==> config.mk <==
export PLATFORM = sky130hd
export DESIGN_NAME = smu_cell
export DESIGN_NICKNAME = d
export VERILOG_FILES = /design/src/rtl/core/smu_pkg.sv /design/src/rtl/core/smu_cell.sv
export SDC_FILE = /design/constraint.sdc
export NUM_CORES = 1
export LEC_CHECK = 0
export BUFFER_PORTS_ARGS = -buffer_cell sky130_fd_sc_hd__buf_2
export CAP_MARGIN = 20
export CORE_MARGIN = 10
export CORE_UTILIZATION = 35
export DETAILED_ROUTE_END_ITERATION = 8
export PLACE_DENSITY = 0.66
export SKIP_CTS_REPAIR_TIMING = 1
export SLEW_MARGIN = 20
export SYNTH_ARGS = -nofsm -noshare
export SYNTH_HDL_FRONTEND = slang
export SYNTH_SLANG_ARGS = --single-unit
==> constraint.sdc <==
create_clock -name clock -period 5.8 [get_ports clock]
set_clock_uncertainty 0.1 [all_clocks]
set_input_delay 0.58 -clock clock [delete_from_list [all_inputs] [get_ports clock]]
set_output_delay 0.58 -clock clock [all_outputs]
set_load 0.02 [all_outputs]
==> src/rtl/core/smu_pkg.sv <==
// ----------------------------------------------------------------------------
// smu_pkg
// Shared types and constants for the set median select unit.
// ----------------------------------------------------------------------------
package smu_pkg;

   localparam int MAX_VALUES_DEF = 256;
   localparam int SAMPLE_W       = 32;
   localparam int MEDIAN_W       = 33;
   localparam int COUNT_OUT_W    = 9;

   typedef enum logic [1:0] {
      ST_IDLE,
      ST_SHIFT,
      ST_DONE
   } state_type;

   typedef struct packed {
      logic                       ins;
      logic                       shift;
      logic signed [SAMPLE_W-1:0] sample;
   } cell_ctl_type;

endpackage

==> src/rtl/core/smu_cell.sv <==
// ----------------------------------------------------------------------------
// smu_cell
// One slot of the sorted insertion chain: holds a value, takes the new
// sample or its left neighbor's value on insert, and its right neighbor's
// value on shift.
// ----------------------------------------------------------------------------
module smu_cell
   import smu_pkg::*;
#(
   parameter int CNT_W = 9,
   parameter int INDEX = 0
) (
   input  logic                       clock,
   input  cell_ctl_type               ctl,
   input  logic [CNT_W-1:0]           count,
   input  logic                       prev_gt,
   input  logic signed [SAMPLE_W-1:0] prev_value,
   input  logic signed [SAMPLE_W-1:0] next_value,
   output logic                       gt,
   output logic signed [SAMPLE_W-1:0] value
);

   logic signed [SAMPLE_W-1:0] value_ff;
   logic signed [SAMPLE_W-1:0] value_in;
   logic                       occupied;
   logic                       at_end;

   assign occupied = CNT_W'(INDEX) < count;
   assign at_end   = CNT_W'(INDEX) == count;
   assign gt       = occupied && (value_ff > ctl.sample);
   assign value    = value_ff;

   always_comb begin
      value_in = value_ff;
      if (ctl.shift) begin
         value_in = next_value;
      end else if (ctl.ins) begin
         if (prev_gt) begin
            value_in = prev_value;
         end else if (gt || at_end) begin
            value_in = ctl.sample;
         end
      end
   end

   always_ff @(posedge clock) begin
      value_ff <= value_in;
   end

endmodule

# Word-level counts from Yosys, hierarchy flattened
# Cells that the tools add are included.
# W data, S select, Z words.
totals:
  wordCells: 13
  inputBits: 109
  register_bits: 32
op_classes:
  muxes: 4
  n_lt_le_gt_ge: 2
  n_reduce_logical: 6
op_table:
  columns: ["operator", "n"]
  rows:
  - ["$mux W32", 4]
  - ["$gt A32 B32 Y1", 1]
  - ["$logic_not A9 Y1", 1]
  - ["$lt A1 B9 Y1 const A", 1]
  - ["$reduce_bool A3 Y1", 1]
  - ["$reduce_and A2 Y1", 1]
  - ["$reduce_bool A2 Y1", 1]
  - ["$logic_and A1 B1 Y1", 1]
  - ["$logic_or A1 B1 Y1", 1]

# Depth between registers and ports, before layout
logic_depth:
  depth_word: 7
  ltp_mapped: 8
  mapped_depth_nobuf: 8

# Worst setup path before layout
# OpenSTA, ideal clock, no wires.
synth_timing:
  path_kind: "input -> register"
  start: "input port ctl[14] (netlist bit)"
  end: "register value_ff[0] (netlist: value[0]), enable pin"
  cell_stages: 7
  path_slack_ps: 1123
  arrival_time_ps: 4107
  setup_time_ps: 470
  path_cell_list: "inv_1 -> ha_1 -> nand4_1 -> a2111oi_0 -> or3_1 -> a21oi_2 -> o31ai_1"
synth_between:
  elab_chain_len: 5
synth_lines:
  columns: ["item", "line", "source"]
  rows:
  - ["start: declaration", "smu_cell.sv:14", "input cell_ctl_type ctl,"]
  - ["$gt A32 B32 Y1", "smu_cell.sv:30", "assign gt = occupied && (value_ff > ctl.sample);"]
  - ["$logic_and A1 B1 Y1", "smu_cell.sv:30", null]
  - ["$logic_or A1 B1 Y1", "smu_cell.sv:40", "end else if (gt || at_end) begin"]
  - ["$reduce_bool A3 Y1 (no source line)", null, null]
  - ["$reduce_and A2 Y1 (no source line)", null, null]
  - ["end signal: assignment", "smu_cell.sv:47", "value_ff <= value_in;"]
  - ["end: declaration", "smu_cell.sv:23", "logic signed [SAMPLE_W-1:0] value_ff;"]
# No other way between the ends.
# A chain may end at the register's enable or synchronous reset.

# Final worst setup path
layout_timing:
  start: "register value_ff[7] (netlist: value[7])"
  end: "output port gt"
layout_between:
  elab_chain_len: 2
layout_lines:
  columns: ["item", "line", "source"]
  rows:
  - ["$gt A32 B32 Y1", "smu_cell.sv:30", null]
  - ["$logic_and A1 B1 Y1", "smu_cell.sv:30", null]
  - ["end: declaration", "smu_cell.sv:19", "output logic gt,"]
# No other way between the ends.

==> impl_metrics.py <==
metrics = {
    "detailed_routing": {
        "post-route-drc-count": 0,
        "drtIter0Drc": 65,
        "vias": 2358,
        "antenna_left": 0,
        "routed_wl_mm": 7.246,
        "drtPass1Iterations": 4,
        "via_per_inst": 4.735,
        "wl_per_cell_um": 14.55,
    },
    "place": {
        "gp_congestion": 0.7794,
        "portBuffers": 141,
        "dpl.hpwl_mm": 6.116,
    },
    "die": {
        "rows": 30,
        "die-area_um2": 10840,
        "start_util_pct": 36.25,
        "coreArea_um2": 6832,
        "io_pins": 142,
        "die_height_um": 104.1,
        "dieWidth_um": 104.1,
    },
    "layout": {
        "n_antenna_cell": 0,
        "largest_reg_flops": 32,
        "num-nets-final": 542,
        "fillers": 691,
        "drive_above_1_share_pct": 37.81,
        "syn_to_final_growth_pct": 35.62,
    },
    "global_route": {
        "grt_pass1_vias": 2550,
        "gr-total-overflow": 0,
        "antenna_found_initial": 0,
        "globalRouteTotalUtil_pct": 13.33,
        "grt_max_degree": 66,
        "grt_pass1_wl_mm": 11.99,
    },
    "min_path": {
        "worstHoldStart": "next_value[3]",
        "min_to": "value[3]",
        "hp-class": "input pin to flip-flop",
        "holdPathStages": 3,
    },
    "clock_network": {
        "numCtsBuffers": 5,
        "cts_buffer_depth": 2,
        "clkTransAtPathRegs_ns": 0.07,
        "cts_max_level": 2,
        "cts_tree": "done",
        "clock_latency_ns": 0.28,
        "cts_sinks": 32,
        "cts_root_buffer": "clkbuf_8",
    },
    "synthesis": {
        "ys_seq_area_share_pct": 38.81,
        "synthDistinctLibCells": 28,
        "synth_nets": 404,
        "synth_top_area_share_pct": 38.81,
        "synth_cells": 263,
        "synth_area_um2": 2476,
        "yosys_warnings": 0,
        "syn_avg_cell_area_um2": 9.415,
        "synthTopCellsByArea": "edfxtp_1 39%, ha_1 16%, mux2i_1 13%, o21ai_1 6.9%, nand2_1 5.9%",
        "synth_top_area_cell": "edfxtp_1",
        "ys_seq_elements": 32,
    },
    "critical_path": {
        "r2r_slack_ns": 2.90,
        "path_cells": "ha_1, a21oi_1, o21ai_0, a221o_1, or3_1, a21oi_2, nor3_1, buf_2",
        "crit_slowest_cell": "edfxtp_1",
        "worstPathMaxFanout": 3,
        "rr_startpoint": "value[14]",
        "r2r_cells": 7,
        "start_kind": "flip-flop",
        "critical_path_required_ns": 5.12,
        "r2r-end": "value[13]",
        "max_stage_delay_ns": 0.41,
        "worstSetupPathType": "flip-flop to primary output",
        "worstPathArrival_ns": 2.48,
        "end_kind": "primary output",
    },
    "run_status": {
        "status": "finished, final reports clean",
    },
    "timing": {
        "relSlewSlack_pct": 31.55,
        "timing.setup.tns_ns": 0,
        "final.min_clock_period_ns": 3.162,
        "fmax_ghz": 0.3162,
        "worst_pin_slew_ns": 1.027,
        "setup_violations": 0,
        "maxSlewViolCount": 0,
        "hold_violations": 0,
        "rsz0062_at_grt": "false",
        "final.period_utilization_pct": 54.53,
    },
    "power_and_ir_drop": {
        "p_leak_nw": 1.780,
        "ir_drop_v": 0.00009750,
        "power_density_nw_per_um2": 211.5,
        "p_total_mw": 0.7102,
    },
    "run": {
        "maxCapViolCount": 0,
    },
}
==> final cells by class <==
| cell class | instances | area [µm²] | area share, % |
|---|---|---|---|
| Multi-Input combinational cell | 187 | 1360 | 40.50 |
| Sequential cell | 32 | 960.9 | 28.61 |
| Timing Repair Buffer | 142 | 713.2 | 21.24 |
| Inverter | 33 | 123.9 | 3.689 |
| Tap cell | 96 | 120.1 | 3.577 |
| Clock buffer | 7 | 76.32 | 2.273 |
| Clock inverter | 1 | 3.754 | 0.1118 |
==> metal layers <==
metal	wire (µm)	track usage, %
met1	3017	14.11
met2	3519	23.56
met3	653	5.948
met4	56	3.280
met5	0	0
==> worst max-delay path: cells and delay by family (launching register included) <==
family | cells | cell delay (ns)
AO/OA/AOI/OAI | 4 | 0.78
adder cells (fa/ha/maj) | 1 | 0.35
buffers and inverters | 1 | 0.17
AND/OR/NAND/NOR | 2 | 0.48
flip-flops | 1 | 0.41
==> how the worst max path moves through the flow <==
| stage | cells after the start | slack [ns] | to | startpoint |
|---|---|---|---|---|
| 2_1_floorplan | 7 | 1.12 | value[0] | ctl[14] |
| 3_3_place_gp | 9 | 2.58 | value[11] | ctl[14] |
| 3_5_place_dp | 9 | 2.56 | value[10] | ctl[14] |
| 4_1_cts | 8 | 2.63 | gt | value[7] |
| 5_1_grt | 8 | 2.53 | gt | value[7] |
| 6_report | 8 | 2.64 | gt | value[7] |
==> cell usage after synthesis <==
master and number:
nand3_1 5, clkbuf_1 6, a221o_1 1, nor3_1 3, nor4_1 4, o211ai_1 1, nand4_2 1, a21oi_1 12
o31ai_1 1, o2111ai_1 1, o21ai_1 34, a221oi_1 1, buf_2 3, edfxtp_1 32, nand2_1 39, mux2i_1 32
o21ai_0 1, a2111oi_0 1, nand4_1 7, a21o_1 2, ha_1 32, or3_1 1, nor2_1 3, a21oi_2 3
inv_1 33, buf_1 2, nor2b_1 1, nand2b_1 1
==> placed cells by master, fill, tap and decap left out, drive strengths merged <==
master | Yosys | routed
a2111oi | 1 | 1
o21ai | 35 | 35
nand2b | 1 | 1
o2111ai | 1 | 1
or3 | 1 | 1
nand3 | 5 | 5
mux2i | 32 | 32
nor4 | 4 | 4
ha | 32 | 32
a221o | 1 | 1
nand4 | 8 | 8
inv | 33 | 33
o211ai | 1 | 1
a21oi | 15 | 15
a21o | 2 | 2
edfxtp | 32 | 32
nor3 | 3 | 3
o31ai | 1 | 1
buf | 5 | 142
a221oi | 1 | 1
nor2b | 1 | 1
nor2 | 3 | 3
clkinv | 0 | 1
nand2 | 39 | 39
clkbuf | 6 | 7
==> logic make-up (layout without fill, tap and decap cells) <==
logic type	after synthesis	after routing	synth area share, %
multiplexers	32	32	12.94
AO/OA/AOI/OAI	58	58	13.24
adder cells (fa/ha/maj)	32	32	16.17
flip-flops	32	32	38.81
buffers and inverters	44	183	6.822
AND/OR/NAND/NOR	65	65	12.03
==> power by group <==
group	internal [mW]	total [mW]	leakage [nW]	switching (mW)
Combinational	0.102	0.244	1.41	0.142
Sequential	0.291	0.305	0.332	0.0146
Clock	0.0834	0.161	0.0399	0.0773
==> per-stage QoR <==
| step | setup WS, ns | instance area (µm²) | utilization (%) | hold WS (ns) | cells |
|---|---|---|---|---|---|
| floorplan | 1.123 | 2476 | - | 0.6735 | 263 |
| global placement | 2.585 | 3278 | 47.99 | 0.7672 | 490 |
| detailed placement | 2.559 | 3278 | 47.99 | 0.7704 | 490 |
| CTS | 2.628 | 3358 | 49.16 | 0.4690 | 498 |
| global route | 2.531 | 3358 | 49.16 | 0.4754 | 498 |
| finish | 2.638 | 3358 | 49.16 | 0.4780 | 498 |
Power figures use the tool's default switching activity.
